File: src/hdl/assert_macros.svh
// Assertion macros shared by the round-robin task selector modules.
`ifndef ASSERT_MACROS_SVH
`define ASSERT_MACROS_SVH

// Check a property on every clock edge outside reset.
`define ASSERT_SYNC(label, clk, rst_n, prop, msg) \
  label: assert property (@(posedge clk) disable iff (!rst_n) prop) else $error(msg);

// Check a property on every clock edge, reset included.
`define ASSERT_ALWAYS(label, clk, prop, msg) \
  label: assert property (@(posedge clk) prop) else $error(msg);

`endif

File: src/hdl/rrts_pkg.sv
// Shared types, codes and constants of the round-robin task selector.
package rrts_pkg;

  localparam int PID_W           = 6;
  localparam int FUNC_W          = 3;
  localparam int STATUS_W        = 2;
  localparam int TPU_W           = 10;
  localparam int WORD_W          = 32;
  localparam int TS_W            = 2;
  localparam int DEF_TABLE_SLOTS = 64;

  localparam logic [TPU_W-1:0] TPU_RESET = 10'd1;

  typedef enum logic [FUNC_W-1:0] {
    FN_ADD       = 3'd0,
    FN_REMOVE    = 3'd1,
    FN_BLOCK     = 3'd2,
    FN_WAKE      = 3'd3,
    FN_SLEEP     = 3'd4,
    FN_TERMINATE = 3'd5,
    FN_SCHEDULE  = 3'd6
  } func_t;

  typedef enum logic [TS_W-1:0] {
    TS_READY      = 2'd0,
    TS_BLOCKED    = 2'd1,
    TS_SLEEPING   = 2'd2,
    TS_TERMINATED = 2'd3
  } task_state_t;

  localparam logic [STATUS_W-1:0] STS_DONE    = 2'd0;
  localparam logic [STATUS_W-1:0] STS_FULL    = 2'd1;
  localparam logic [STATUS_W-1:0] STS_IGNORED = 2'd2;

  typedef enum logic [2:0] {
    CS_IDLE,
    CS_MUL,
    CS_EDIT,
    CS_ADD,
    CS_SCH_ISSUE,
    CS_SCH_CHECK
  } ctl_state_t;

  // Commands from the controller to the datapath.
  typedef struct packed {
    logic ld;
    logic mul;
    logic edit;
    logic add_step;
    logic sch_issue;
    logic sch_check;
  } rrts_cmd_t;

  // Status from the datapath to the controller.
  typedef struct packed {
    logic add_done;
    logic sch_hit;
  } rrts_stat_t;

endpackage

File: src/hdl/rrts_ram.sv
// Generic single-write, single-read RAM with registered read data.
module rrts_ram #(
  parameter int WIDTH = 8,
  parameter int DEPTH = 64
) (
  input  logic                     clk,
  input  logic                     we,
  input  logic [$clog2(DEPTH)-1:0] waddr,
  input  logic [WIDTH-1:0]         wdata,
  input  logic [$clog2(DEPTH)-1:0] raddr,
  output logic [WIDTH-1:0]         rdata
);

  logic [WIDTH-1:0] mem [DEPTH];

  always_ff @(posedge clk) begin
    if (we) begin
      mem[waddr] <= wdata;
    end
    rdata <= mem[raddr];
  end

endmodule

File: src/hdl/rrts_ctrl.sv
// Sequencing state machine of the round-robin task selector.
`include "assert_macros.svh"

module rrts_ctrl (
  input  logic                           clk,
  input  logic                           rst_n,
  input  logic                           start,
  input  logic [rrts_pkg::FUNC_W-1:0]    in_func,
  input  rrts_pkg::rrts_stat_t           stat,
  output rrts_pkg::rrts_cmd_t            cmd,
  output logic                           busy
);

  import rrts_pkg::*;

  ctl_state_t state_r, state_nxt;

  always_ff @(posedge clk) begin
    if (!rst_n) begin
      state_r <= CS_IDLE;
    end else begin
      state_r <= state_nxt;
    end
  end

  // Next state.
  always_comb begin
    state_nxt = state_r;
    case (state_r)
      CS_IDLE: begin
        if (start) begin
          case (in_func)
            FN_ADD:      state_nxt = CS_ADD;
            FN_SCHEDULE: state_nxt = CS_SCH_ISSUE;
            FN_SLEEP:    state_nxt = CS_MUL;
            default:     state_nxt = CS_EDIT;
          endcase
        end
      end
      CS_MUL:       state_nxt = CS_EDIT;
      CS_EDIT:      state_nxt = CS_IDLE;
      CS_ADD: begin
        if (stat.add_done) begin
          state_nxt = CS_IDLE;
        end
      end
      CS_SCH_ISSUE: state_nxt = CS_SCH_CHECK;
      CS_SCH_CHECK: begin
        if (stat.sch_hit) begin
          state_nxt = CS_IDLE;
        end
      end
      default:      state_nxt = CS_IDLE;
    endcase
  end

  // Outputs.
  always_comb begin
    cmd           = '0;
    busy          = (state_r != CS_IDLE);
    cmd.ld        = (state_r == CS_IDLE) && start;
    cmd.mul       = (state_r == CS_MUL);
    cmd.edit      = (state_r == CS_EDIT);
    cmd.add_step  = (state_r == CS_ADD);
    cmd.sch_issue = (state_r == CS_SCH_ISSUE);
    cmd.sch_check = (state_r == CS_SCH_CHECK);
  end

  `ASSERT_SYNC(a_accept_busy, clk, rst_n, start && !busy |=> busy, "accepted beat left block idle")
  `ASSERT_SYNC(a_edit_one, clk, rst_n, state_r == CS_EDIT |=> state_r == CS_IDLE, "edit lasted more than one cycle")
  `ASSERT_SYNC(a_mul_edit, clk, rst_n, state_r == CS_MUL |=> state_r == CS_EDIT, "multiply not followed by edit")

endmodule

File: src/hdl/rrts_dp.sv
// Task table, scan pointers and result registers of the task selector.
`include "assert_macros.svh"

module rrts_dp #(
  parameter int TABLE_SLOTS = rrts_pkg::DEF_TABLE_SLOTS
) (
  input  logic                           clk,
  input  logic                           rst_n,
  input  rrts_pkg::rrts_cmd_t            cmd,
  output rrts_pkg::rrts_stat_t           stat,
  input  logic [rrts_pkg::FUNC_W-1:0]    in_func,
  input  logic [rrts_pkg::PID_W-1:0]     in_pid,
  input  logic [rrts_pkg::WORD_W-1:0]    in_sleep_us,
  input  logic [rrts_pkg::WORD_W-1:0]    in_now_tick,
  input  logic                           cfg_we,
  input  logic [rrts_pkg::TPU_W-1:0]     cfg_ticks_per_us,
  output logic                           out_valid,
  output logic [rrts_pkg::PID_W-1:0]     out_pid_out,
  output logic [rrts_pkg::STATUS_W-1:0]  out_status,
  output logic                           out_switched
);

  import rrts_pkg::*;

  localparam int SLOT_W = $clog2(TABLE_SLOTS);
  localparam int WIDE_W = (SLOT_W > PID_W) ? SLOT_W : PID_W;
  localparam int ENT_W  = TS_W + WORD_W;
  localparam logic [SLOT_W-1:0] LAST_SLOT = SLOT_W'(TABLE_SLOTS - 1);

  function automatic logic [SLOT_W-1:0] next_slot(input logic [SLOT_W-1:0] n);
    return (n == LAST_SLOT) ? '0 : SLOT_W'(n + 1'b1);
  endfunction

  function automatic logic [PID_W-1:0] to_pid(input logic [SLOT_W-1:0] n);
    logic [WIDE_W-1:0] w;
    w = WIDE_W'(n);
    return w[PID_W-1:0];
  endfunction

  // Latched item.
  logic [FUNC_W-1:0]        func_r;
  logic [PID_W-1:0]         pid_r;
  logic [WORD_W-1:0]        sleep_r;
  logic [WORD_W-1:0]        now_r;
  logic [TPU_W-1:0]         tpu_r;
  logic [WORD_W-1:0]        prod_r;
  logic [WORD_W+TPU_W-1:0]  mul_full;

  // Table state.
  logic [TABLE_SLOTS-1:0]   used_r, used_nxt;
  logic [SLOT_W-1:0]        cur_r, cur_nxt;
  logic [SLOT_W-1:0]        addr_r, addr_nxt;
  logic [SLOT_W-1:0]        rd_slot_r, rd_slot_nxt;

  // Results.
  logic                     out_valid_r;
  logic [PID_W-1:0]         pid_out_r;
  logic [STATUS_W-1:0]      status_r;
  logic                     switched_r;

  // RAM port.
  logic                     ram_we;
  logic [SLOT_W-1:0]        ram_waddr;
  logic [ENT_W-1:0]         ram_wdata;
  logic [SLOT_W-1:0]        ram_raddr;
  logic [ENT_W-1:0]         ram_rdata;

  // Combinational decisions.
  logic [WIDE_W-1:0]        pid_wide;
  logic [SLOT_W-1:0]        pidx;
  logic                     editable;
  logic [TS_W-1:0]          rd_state;
  logic [WORD_W-1:0]        wake_diff;
  logic                     asleep;
  logic                     fin;
  logic                     hit;
  logic                     issue;
  logic [PID_W-1:0]         res_pid;
  logic [STATUS_W-1:0]      res_status;
  logic                     res_sw;
  logic [TS_W-1:0]          edit_state;

  rrts_ram #(
    .WIDTH (ENT_W),
    .DEPTH (TABLE_SLOTS)
  ) u_task_ram (
    .clk   (clk),
    .we    (ram_we),
    .waddr (ram_waddr),
    .wdata (ram_wdata),
    .raddr (ram_raddr),
    .rdata (ram_rdata)
  );

  assign mul_full  = sleep_r * tpu_r;
  assign pid_wide  = WIDE_W'(pid_r);
  assign pidx      = pid_wide[SLOT_W-1:0];
  assign editable  = (pid_r != '0) && (int'(pid_r) < TABLE_SLOTS) && used_r[pidx];
  // The idle slot is never written, so force it ready.
  assign rd_state  = (rd_slot_r == '0) ? TS_READY : ram_rdata[ENT_W-1:WORD_W];
  assign wake_diff = ram_rdata[WORD_W-1:0] - now_r;
  assign asleep    = (wake_diff != '0) && !wake_diff[WORD_W-1];

  always_comb begin
    case (func_r)
      FN_BLOCK: edit_state = TS_BLOCKED;
      FN_WAKE:  edit_state = TS_READY;
      default:  edit_state = TS_TERMINATED;
    endcase
  end

  always_comb begin
    used_nxt    = used_r;
    cur_nxt     = cur_r;
    addr_nxt    = addr_r;
    rd_slot_nxt = rd_slot_r;
    ram_we      = 1'b0;
    ram_waddr   = pidx;
    ram_wdata   = {TS_READY, now_r};
    ram_raddr   = addr_r;
    fin         = 1'b0;
    hit         = 1'b0;
    issue       = cmd.sch_issue;
    res_pid     = to_pid(cur_r);
    res_status  = STS_DONE;
    res_sw      = 1'b0;

    if (cmd.ld) begin
      addr_nxt = (in_func == FN_SCHEDULE) ? next_slot(cur_r) : SLOT_W'(1);
    end

    if (cmd.edit) begin
      fin = 1'b1;
      case (func_r)
        FN_REMOVE: begin
          if (editable) begin
            used_nxt[pidx] = 1'b0;
          end else begin
            res_status = STS_IGNORED;
          end
        end
        FN_BLOCK, FN_WAKE, FN_TERMINATE: begin
          if (editable) begin
            ram_we    = 1'b1;
            ram_wdata = {edit_state, now_r};
          end else begin
            res_status = STS_IGNORED;
          end
        end
        FN_SLEEP: begin
          if (sleep_r != '0) begin
            if (editable) begin
              ram_we    = 1'b1;
              ram_wdata = {TS_SLEEPING, now_r + prod_r};
            end else begin
              res_status = STS_IGNORED;
            end
          end
        end
        default: res_status = STS_IGNORED;
      endcase
    end

    if (cmd.add_step) begin
      if (!used_r[addr_r]) begin
        used_nxt[addr_r] = 1'b1;
        ram_we           = 1'b1;
        ram_waddr        = addr_r;
        ram_wdata        = {TS_READY, now_r};
        fin              = 1'b1;
        res_pid          = to_pid(addr_r);
      end else if (addr_r == LAST_SLOT) begin
        fin        = 1'b1;
        res_status = STS_FULL;
      end else begin
        addr_nxt = SLOT_W'(addr_r + 1'b1);
      end
    end

    if (cmd.sch_check) begin
      if (used_r[rd_slot_r]) begin
        case (rd_state)
          TS_BLOCKED:    hit = 1'b0;
          TS_TERMINATED: used_nxt[rd_slot_r] = 1'b0;
          TS_SLEEPING: begin
            if (!asleep) begin
              hit       = 1'b1;
              ram_we    = 1'b1;
              ram_waddr = rd_slot_r;
              ram_wdata = {TS_READY, now_r};
            end
          end
          default:       hit = 1'b1;
        endcase
      end
      if (hit) begin
        fin     = 1'b1;
        cur_nxt = rd_slot_r;
        res_pid = to_pid(rd_slot_r);
        res_sw  = (rd_slot_r != cur_r);
      end else begin
        issue = 1'b1;
      end
    end

    // Fetch the next slot while the current one is checked.
    if (issue) begin
      ram_raddr   = addr_r;
      rd_slot_nxt = addr_r;
      addr_nxt    = next_slot(addr_r);
    end
  end

  always_ff @(posedge clk) begin
    if (!rst_n) begin
      used_r      <= TABLE_SLOTS'(1);
      cur_r       <= '0;
      tpu_r       <= TPU_RESET;
      out_valid_r <= 1'b0;
    end else begin
      used_r      <= used_nxt;
      cur_r       <= cur_nxt;
      out_valid_r <= fin;
      if (cfg_we) begin
        tpu_r <= cfg_ticks_per_us;
      end
    end
  end

  always_ff @(posedge clk) begin
    addr_r    <= addr_nxt;
    rd_slot_r <= rd_slot_nxt;
    if (cmd.ld) begin
      func_r  <= in_func;
      pid_r   <= in_pid;
      sleep_r <= in_sleep_us;
      now_r   <= in_now_tick;
    end
    if (cmd.mul) begin
      prod_r <= mul_full[WORD_W-1:0];
    end
    if (fin) begin
      pid_out_r  <= res_pid;
      status_r   <= res_status;
      switched_r <= res_sw;
    end
  end

  assign stat.add_done = cmd.add_step && fin;
  assign stat.sch_hit  = hit;

  assign out_valid    = out_valid_r;
  assign out_pid_out  = pid_out_r;
  assign out_status   = status_r;
  assign out_switched = switched_r;

  `ASSERT_SYNC(a_idle_used, clk, rst_n, used_r[0], "idle slot lost its used flag")
  `ASSERT_SYNC(a_one_beat, clk, rst_n, out_valid_r |=> !out_valid_r, "result strobe held two cycles")
  `ASSERT_SYNC(a_hit_used, clk, rst_n, cmd.sch_check && hit |-> used_r[rd_slot_r], "schedule picked a free slot")

endmodule

File: src/hdl/round_robin_task_selector.sv
// Top level of the round-robin task selector: controller, datapath, config port.
//
// Pulse start with an operation on the in_ ports while busy is low; the beat is
// taken at that edge and busy rises until the block can take the next one.
// Every operation returns exactly one result beat: out_valid is high for one
// cycle with out_pid_out, out_status and out_switched, and the receiver must
// take it then, as there is no back-pressure. Remove, block, wake,
// mark-terminated and unused codes pass through the edit state; sleep first
// passes through a multiply state for the 32x10 tick multiply and then the
// edit state; add steps through the slots up to the first free one, or up to
// the last slot when the table is full; schedule issues the first read and
// then checks the slots it visits. Add and schedule walk the table one slot
// per cycle: add over the used flags, schedule through the single read port
// of the task RAM that holds each slot's state and wake tick. busy drops in
// the cycle the result is shown, so a new start may be taken alongside the
// strobe. No clearing pass runs after reset: free slots are skipped through
// their used flags and the idle slot is always ready.
// ticks_per_us is written through cfg_valid/cfg_ready, ready while idle.
module round_robin_task_selector #(
  parameter int TABLE_SLOTS = rrts_pkg::DEF_TABLE_SLOTS
) (
  input  logic                           clk,
  input  logic                           rst_n,
  // command channel
  input  logic                           start,
  output logic                           busy,
  input  logic [rrts_pkg::FUNC_W-1:0]    in_func,
  input  logic [rrts_pkg::PID_W-1:0]     in_pid,
  input  logic [rrts_pkg::WORD_W-1:0]    in_sleep_us,
  input  logic [rrts_pkg::WORD_W-1:0]    in_now_tick,
  // result channel
  output logic                           out_valid,
  output logic [rrts_pkg::PID_W-1:0]     out_pid_out,
  output logic [rrts_pkg::STATUS_W-1:0]  out_status,
  output logic                           out_switched,
  // configuration write channel
  input  logic                           cfg_valid,
  output logic                           cfg_ready,
  input  logic [rrts_pkg::TPU_W-1:0]     cfg_ticks_per_us
);

  import rrts_pkg::*;

  rrts_cmd_t  cmd;
  rrts_stat_t stat;

  // Take config beats only while no operation is in flight.
  assign cfg_ready = !busy;

  rrts_ctrl u_ctrl (
    .clk     (clk),
    .rst_n   (rst_n),
    .start   (start),
    .in_func (in_func),
    .stat    (stat),
    .cmd     (cmd),
    .busy    (busy)
  );

  rrts_dp #(
    .TABLE_SLOTS (TABLE_SLOTS)
  ) u_dp (
    .clk              (clk),
    .rst_n            (rst_n),
    .cmd              (cmd),
    .stat             (stat),
    .in_func          (in_func),
    .in_pid           (in_pid),
    .in_sleep_us      (in_sleep_us),
    .in_now_tick      (in_now_tick),
    .cfg_we           (cfg_valid && cfg_ready),
    .cfg_ticks_per_us (cfg_ticks_per_us),
    .out_valid        (out_valid),
    .out_pid_out      (out_pid_out),
    .out_status       (out_status),
    .out_switched     (out_switched)
  );

endmodule

File: config.mk
export PLATFORM = sky130hd
export DESIGN_NAME = round_robin_task_selector
export DESIGN_NICKNAME = d
export VERILOG_FILES = /design/src/hdl/rrts_pkg.sv /design/src/hdl/rrts_ram.sv /design/src/hdl/rrts_ctrl.sv /design/src/hdl/rrts_dp.sv /design/src/hdl/round_robin_task_selector.sv
export VERILOG_INCLUDE_DIRS = /design/src /design/src/hdl
export SDC_FILE = /design/constraint.sdc
export NUM_CORES = 2
export LEC_CHECK = 0
export ABC_AREA = 1
export CAP_MARGIN = 25
export CORE_AREA = 2 2 419 463
export DETAILED_ROUTE_END_ITERATION = 6
export DIE_AREA = 0 0 421 465
export DONT_BUFFER_PORTS = 1
export HOLD_SLACK_MARGIN = 0.05
export PLACE_DENSITY = 0.66
export RECOVER_POWER = 100
export SKIP_LAST_GASP = 1
export SLEW_MARGIN = 40
export SYNTH_ARGS = -nofsm -noshare
export SYNTH_HDL_FRONTEND = slang
export SYNTH_SLANG_ARGS = --single-unit
export TNS_END_PERCENT = 20
File: constraint.sdc
create_clock -name clk -period 7 [get_ports clk]
set_input_delay 1.4 -clock clk [delete_from_list [all_inputs] [get_ports clk]]
set_output_delay 1.4 -clock clk [all_outputs]
set_load 0.005 [all_outputs]
# Word level (Yosys, flattened, before mapping)
# Memory sizes are Yosys's and may differ from the RTL's. A register that Yosys moved wholly into a read port is not among the register bits.
# Cells that the tools add are included.
dict set report word_totals {
  register_bits 210
  ram_bits 2176
  in_bits 87
  out_inout_bits 12
  elab_cells 163
  memories 1
}
dict set report classes {
  addsub 4
  mul 1
  order_cmp 6
  eq_ne 21
  n_mux 88
  bitwise 5
  reduce_logical 22
}
# memory words word_bits read_ports rd_ports_with_merged_regs write_ports line
set memory_table {}
lappend memory_table {u_dp.u_task_ram.mem 64 34 1 1 1 rrts_ram.sv:14} ;# logic [WIDTH-1:0] mem [DEPTH];
# op count
set op_table {}
lappend op_table {{$mux W64} 8}
lappend op_table {{$mux W34} 10}
lappend op_table {{$and A64 B64 Y64} 2}
lappend op_table {{$not A64 Y64} 2}
lappend op_table {{$mux W6} 18}
lappend op_table {{$pmux W34 S2} 1}
lappend op_table {{$or A64 B64 Y64} 1}
lappend op_table {{$reduce_bool A32 Y1} 2}
lappend op_table {{$add A32 B32 Y32} 1}
lappend op_table {{$mul A32 B10 Y32} 1}
lappend op_table {{$sub A32 B32 Y32} 1}
lappend op_table {{$mux W1} 29}
lappend op_table {{$lt A6 B7 Y1 const B} 3}
lappend op_table {{$bmux W1 S6} 3}
lappend op_table {{$demux W1 S6} 3}
lappend op_table {{$eq A3 B3 Y1 const B} 6}
lappend op_table {{$ge A6 B1 Y1 const B} 3}
lappend op_table {{$pmux W3 S5} 1}
lappend op_table {{$mux W2} 7}
lappend op_table {{$add A6 B1 Y6 const B} 2}
lappend op_table {{$eq A3 B2 Y1 const B} 4}
lappend op_table {{$eq A6 B6 Y1 const B} 2}
lappend op_table {{$mux W3} 3}
lappend op_table {{$pmux W3 S3} 1}
lappend op_table {{19 further kinds} 33}

# Depth between registers and ports, before layout
dict set report logic_depth {
  depth_word 16
  depth_mapped 28
}

# Modules after synthesis
# From an unflattened synthesis, not the netlist that was laid out.
dict set report hier_totals {
  cells_unflattened 10545
  area_unflattened_um2 111431.9
}
# mod instances cells_per_inst area_per_inst_um2
set by_module_without_submodules {}
lappend by_module_without_submodules {rrts_ram 1 7188 87941.8}
lappend by_module_without_submodules {rrts_dp 1 3312 23226.0}
lappend by_module_without_submodules {rrts_ctrl 1 42 250.2}
lappend by_module_without_submodules {round_robin_task_selector 1 3 13.8}

# Least setup slack after synthesis
# No wires, ideal clock.
dict set report synth_timing {
  path_kind {in2reg}
  from {input port start}
  to {register u_dp.addr_r[5]}
  setup_ns 0.074
  arrival_ns 6.117
  required_ns 6.926
  path_slack_ns 0.809
  cell_stages 14
  n_path_buf 0
  cell_sequence {inv_1 -> nor2_1 -> inv_1 -> nor2_1 -> inv_1 -> nor2_1 -> a32oi_1 -> o21ai_0 -> nand2_1 -> o21ai_0 -> nand2_1 -> o21ai_0 -> nand2_1 -> o21ai_0}
}
# item line
set synth_rtl {}
lappend synth_rtl {{start, declared} round_robin_task_selector.sv:25} ;# input logic start,
lappend synth_rtl {{end signal, assigned} rrts_dp.sv:231} ;# addr_r <= addr_nxt;
lappend synth_rtl {{end, declared} rrts_dp.sv:52} ;# logic [SLOT_W-1:0] addr_r, addr_nxt;

# Worst setup path after layout
dict set report layout_timing {
  from {register u_dp.pid_r[1]}
  to {memory u_dp.u_task_ram.mem[35][11] (netlist name) (data pin)}
}
dict set report layout_via {
  elab_chain_cells 13
  word_cells_on_any_way 14
  classes_between {mux: 12; reduce/logical: 2}
}
# item line
set layout_rtl {}
lappend layout_rtl {{start, declared} rrts_dp.sv:42} ;# logic [PID_W-1:0] pid_r;
lappend layout_rtl {{start signal, assigned} rrts_dp.sv:235} ;# pid_r <= in_pid;
lappend layout_rtl {{$bmux W1 S6} rrts_dp.sv:98} ;# assign editable = (pid_r != '0) && (int'(pid_r) < TABLE_SLOTS) && used_r[pidx];
lappend layout_rtl {{$mux W1 (implied by the code)} rrts_dp.sv:98}
lappend layout_rtl {{$logic_and A1 B1 Y1 *} rrts_dp.sv:98}
lappend layout_rtl {{$mux W34 *} rrts_dp.sv:152} ;# if (editable) begin
lappend layout_rtl {{$mux W34 *} rrts_dp.sv:151} ;# if (sleep_r != '0) begin
lappend layout_rtl {{$pmux W34 S2 *} rrts_dp.sv:134} ;# case (func_r)
lappend layout_rtl {{$mux W34 *} rrts_dp.sv:132} ;# if (cmd.edit) begin
lappend layout_rtl {{$mux W34} rrts_dp.sv:165} ;# if (!used_r[addr_r]) begin
lappend layout_rtl {{$mux W34 *} rrts_dp.sv:164} ;# if (cmd.add_step) begin
lappend layout_rtl {{$mux W34} rrts_dp.sv:186} ;# if (!asleep) begin
lappend layout_rtl {{$mux W34} rrts_dp.sv:182} ;# case (rd_state)
lappend layout_rtl {{$mux W34} rrts_dp.sv:181} ;# if (used_r[rd_slot_r]) begin
lappend layout_rtl {{$mux W34 *} rrts_dp.sv:180} ;# if (cmd.sch_check) begin
lappend layout_rtl {{named net u_dp.ram_wdata[11]} rrts_dp.sv:64} ;# logic [ENT_W-1:0] ram_wdata;
lappend layout_rtl {{end, declared} rrts_ram.sv:14}
# The timed path passes the listed nets; every way through them passes the cells marked *. The select of a mux whose other input is x is not followed.

==> reports/results.ini <==
[outcome]
status=finished with violations
violations=DRC, capacitance limit, slew limit

[logic_synthesis]
yosysWarnings=0
synth_area_sq_mm=0.103
yosysSeqAreaShare_pct=69.6
async_flop_share_pct=0
syn_inst=7802
synthFlopType=edfxtp_1
synth.distinct_cells=64
synth_nets=8199
synth-edff-count=2296
syn_avg_cell_area_sq_um=13.2
ys_seq_elements=2420

[grt]
grt-ovfl-total=0
grt_max_degree=103
grt_pass1_wl_um=462000
antenna_found_initial=23
grt_pass1_vias=65700
grt_use_total_pct=32.6

[routing]
wl_per_cell_um=30.3
drc=12
postRouteAntennaNets=0
drt_iter0_drc=9576
routed_wl_um=322000
num_vias=67300
vias_per_cell=6.33
drtPass1Iterations=7

[sta]
hold_viol=0
fin_setup_tns_ps=0
finalSetupViolations=0
max_freq_mhz=154
hold_ws_ps=492
maxSlewHeadroom_pct=-128
worst_slew_pin_slew_ps=3420
finClkSkew_ps=58.5
drv_slew=1419
fin_ws_ps=487
post-route-min-period_ps=6510
min_period_over_period_pct=93.0
rsz0062_at_grt=false

[critical_path]
worstPathMaxFanout=39
startpoint_type=register
slowest_stage=o21ai_0
cp.required_ps=7540
cp.arrival_ps=7050
crit_path_max_incr_delay_ps=1330
end_kind=register
path_cells=inv_1, nand3_1, inv_1, a22oi_1, nand4_1, nand2_1, nand2_1, nor2_1, nand2_1, nand2_1, nor2_1, nand2_1, buf_4, o21ai_0, clkbuf_2
worst_path_most_repeated_cell=nand2_1
crit_type=reg -> reg

[flow_run]
drv_cap=33

[final_layout]
final_util_pct=59.6
seqCellArea_sq_mm=0.0714
fin_nets=8266
drive_above_1_share_pct=7.90
postLayoutCellArea_sq_mm=0.114
nFillCells=14700
stdcell_count=10600
multi_input_area_sq_mm=0.0275
area_growth_pct=11.1

[cts]
cts_sinks=2420
holdBufCountCts=0
path_clk_slew_ps=60
post_cts_buffers=0
ctsResizeCount=0
htreeDepth=4
cts_buffers=227
insertion_delay_ps=910
cts_tree=built
cts_buffer_depth=3
cts-root-buf=clkbuf_16

[floorplan]
core_area_sq_mm=0.191
die_area_sq_mm=0.196
placementRows=169
initial_utilization_pct=53.6
fp.dieH_um=465
io_pins=99
die_w_um=421

[power]
p_total_mw=33.7
p_leak_nw=39.7
ir_worst_vdd_uv=222
powerDensity_mw_per_mm2=296

[worst_hold_path]
hp-class=reg -> reg

[placed_design]
placed_cell_area_sq_mm=0.108
hpwl_um=190000
portBuffers=0
globalplace.congestion=0.975
dpl.cell_count=10200
place_ws_ps=1030

-- worst max-delay path, delay by kind of cell (launching register included) --
family,cells,cell delay [ps]
AO/OA/AOI/OAI,2,1490
flip-flops,1,460
buffers and inverters,4,2060
AND/OR/NAND/NOR,9,2110
-- Yosys cell counts, drive strengths merged, types with 3 or more instances --
| library cell | instances | area (sq um) |
|---|---|---|
| a221oi | 277 | 2430 |
| nand4 | 291 | 1820 |
| clkinv | 4 | 15.0 |
| a41oi | 12 | 105 |
| a211oi | 12 | 90.1 |
| a21oi | 210 | 1050 |
| fa | 200 | 4000 |
| a22oi | 327 | 2450 |
| a221o | 7 | 70.1 |
| inv | 716 | 2690 |
| a22o | 245 | 2150 |
| nor3b | 3 | 22.5 |
| o21ai | 137 | 686 |
| a31oi | 45 | 282 |
| o21bai | 3 | 22.5 |
| o2111ai | 7 | 61.3 |
| dfxtp | 124 | 2480 |
| edfxtp | 2296 | 68900 |
| nor4 | 12 | 120 |
| xnor2 | 32 | 280 |
| a21boi | 4 | 30.0 |
| o211ai | 5 | 37.5 |
| mux2i | 7 | 70.1 |
| xor2 | 51 | 447 |
| nor2 | 292 | 1150 |
| nand3 | 151 | 828 |
| buf | 78 | 360 |
| and2 | 6 | 37.5 |
| nand2 | 1680 | 6350 |
| ha | 110 | 1380 |
| clkbuf | 291 | 1090 |
| o22ai | 64 | 400 |
| or2 | 12 | 75.1 |
| nor3 | 56 | 300 |
| o31ai | 5 | 37.5 |
| a21o | 8 | 60.1 |
| o221ai | 4 | 35.0 |
-- report_power, final --
part	switching (mW)	internal, mW
Sequential	0.167	16.2
Combinational	3.38	1.58
Clock	5.47	6.88
-- metal layers --
layer | global-route usage (%) | vias to the layer above | routed length (um)
met5 | 0 | - | 80
li1 | - | 28800 | -
met2 | 53.7 | 4066 | 154000
met4 | 16.0 | 12 | 19200
met3 | 5.22 | 714 | 30500
met1 | 42.2 | 33700 | 119000
-- cell usage in the layout (no fill, tap or decap), types with 13 or more instances in the layout --
cell type / count
fa_1: 200
xor2_1: 51
clkbuf_1: 89
clkinv_1: 55
edfxtp_1: 2296
clkbuf_16: 229
clkbuf_4: 29
nor3_1: 46
inv_2: 13
xnor2_1: 32
buf_4: 80
clkinv_2: 37
o21ai_0: 122
nor2_4: 53
inv_1: 696
a221oi_1: 274
nand2_1: 1670
nand3_1: 140
buf_12: 25
a31oi_1: 45
ha_1: 110
a21oi_1: 208
a22o_1: 245
nor2_1: 228
dfxtp_1: 123
clkbuf_2: 32
a22oi_1: 327
bufinv_16: 23
nand4_1: 291
o22ai_1: 64
-- flip-flops by register name, summed over array words and instances (netlist names) --
name,count
u_dp.tpu_r,10
u_dp.used_r,64
u_dp.sleep_r,32
u_dp.out_switched,1
u_dp.u_task_ram.rdata,34
u_dp.u_task_ram.mem,2176
u_dp.addr_r,6
u_dp.out_valid,1
u_dp.func_r,3
u_ctrl.state_r,3
u_dp.now_r,32
u_dp.cur_r,6
u_dp.rd_slot_r,6
u_dp.out_pid_out,6
u_dp.pid_r,6
u_dp.out_status,2
u_dp.prod_r,32
-- cells by family (layout without fill, tap and decap cells) --
kind of cell,Yosys count,count (layout),synth area share (%)
adders and majority gates,310,310,5.24
other,0,7,0
xor gates and xnor gates,83,83,0.708
DFF,2420,2420,69.6
and+or+nand+nor,2509,2509,10.5
AOI/OAI and AO/OA,1384,1384,9.85
muxes,7,7,0.0683
buffers and inverters,1089,1350,4.05
-- area by class of cell --
type,instances,share of cell area [%]
repair buffers,207,1.44
well taps,2565,2.81
clock inverters,144,1.32
inverters,720,2.41
diodes,7,0.0154
flip-flops and latches,2420,62.6
multi-input cells,4293,24.2
clock buffers,279,5.19
-- final timing paths --
kind	startpoint	end	slack, ps	depth (start not counted)
worst max-delay path	u_dp.pid_r[1]$_DFFE_PP_	u_dp.u_task_ram.mem[35][11]$_DFFE_PP_	490	15
worst min-delay path	u_dp.cur_r[3]$_SDFFE_PN0P_	u_dp.cur_r[3]$_SDFFE_PN0P_	490	2
worst max register to register	u_dp.pid_r[1]$_DFFE_PP_	u_dp.u_task_ram.mem[35][11]$_DFFE_PP_	490	15
worst min register to register	u_dp.cur_r[3]$_SDFFE_PN0P_	u_dp.cur_r[3]$_SDFFE_PN0P_	490	2
No activity file was read; power rests on OpenSTA's default activity.
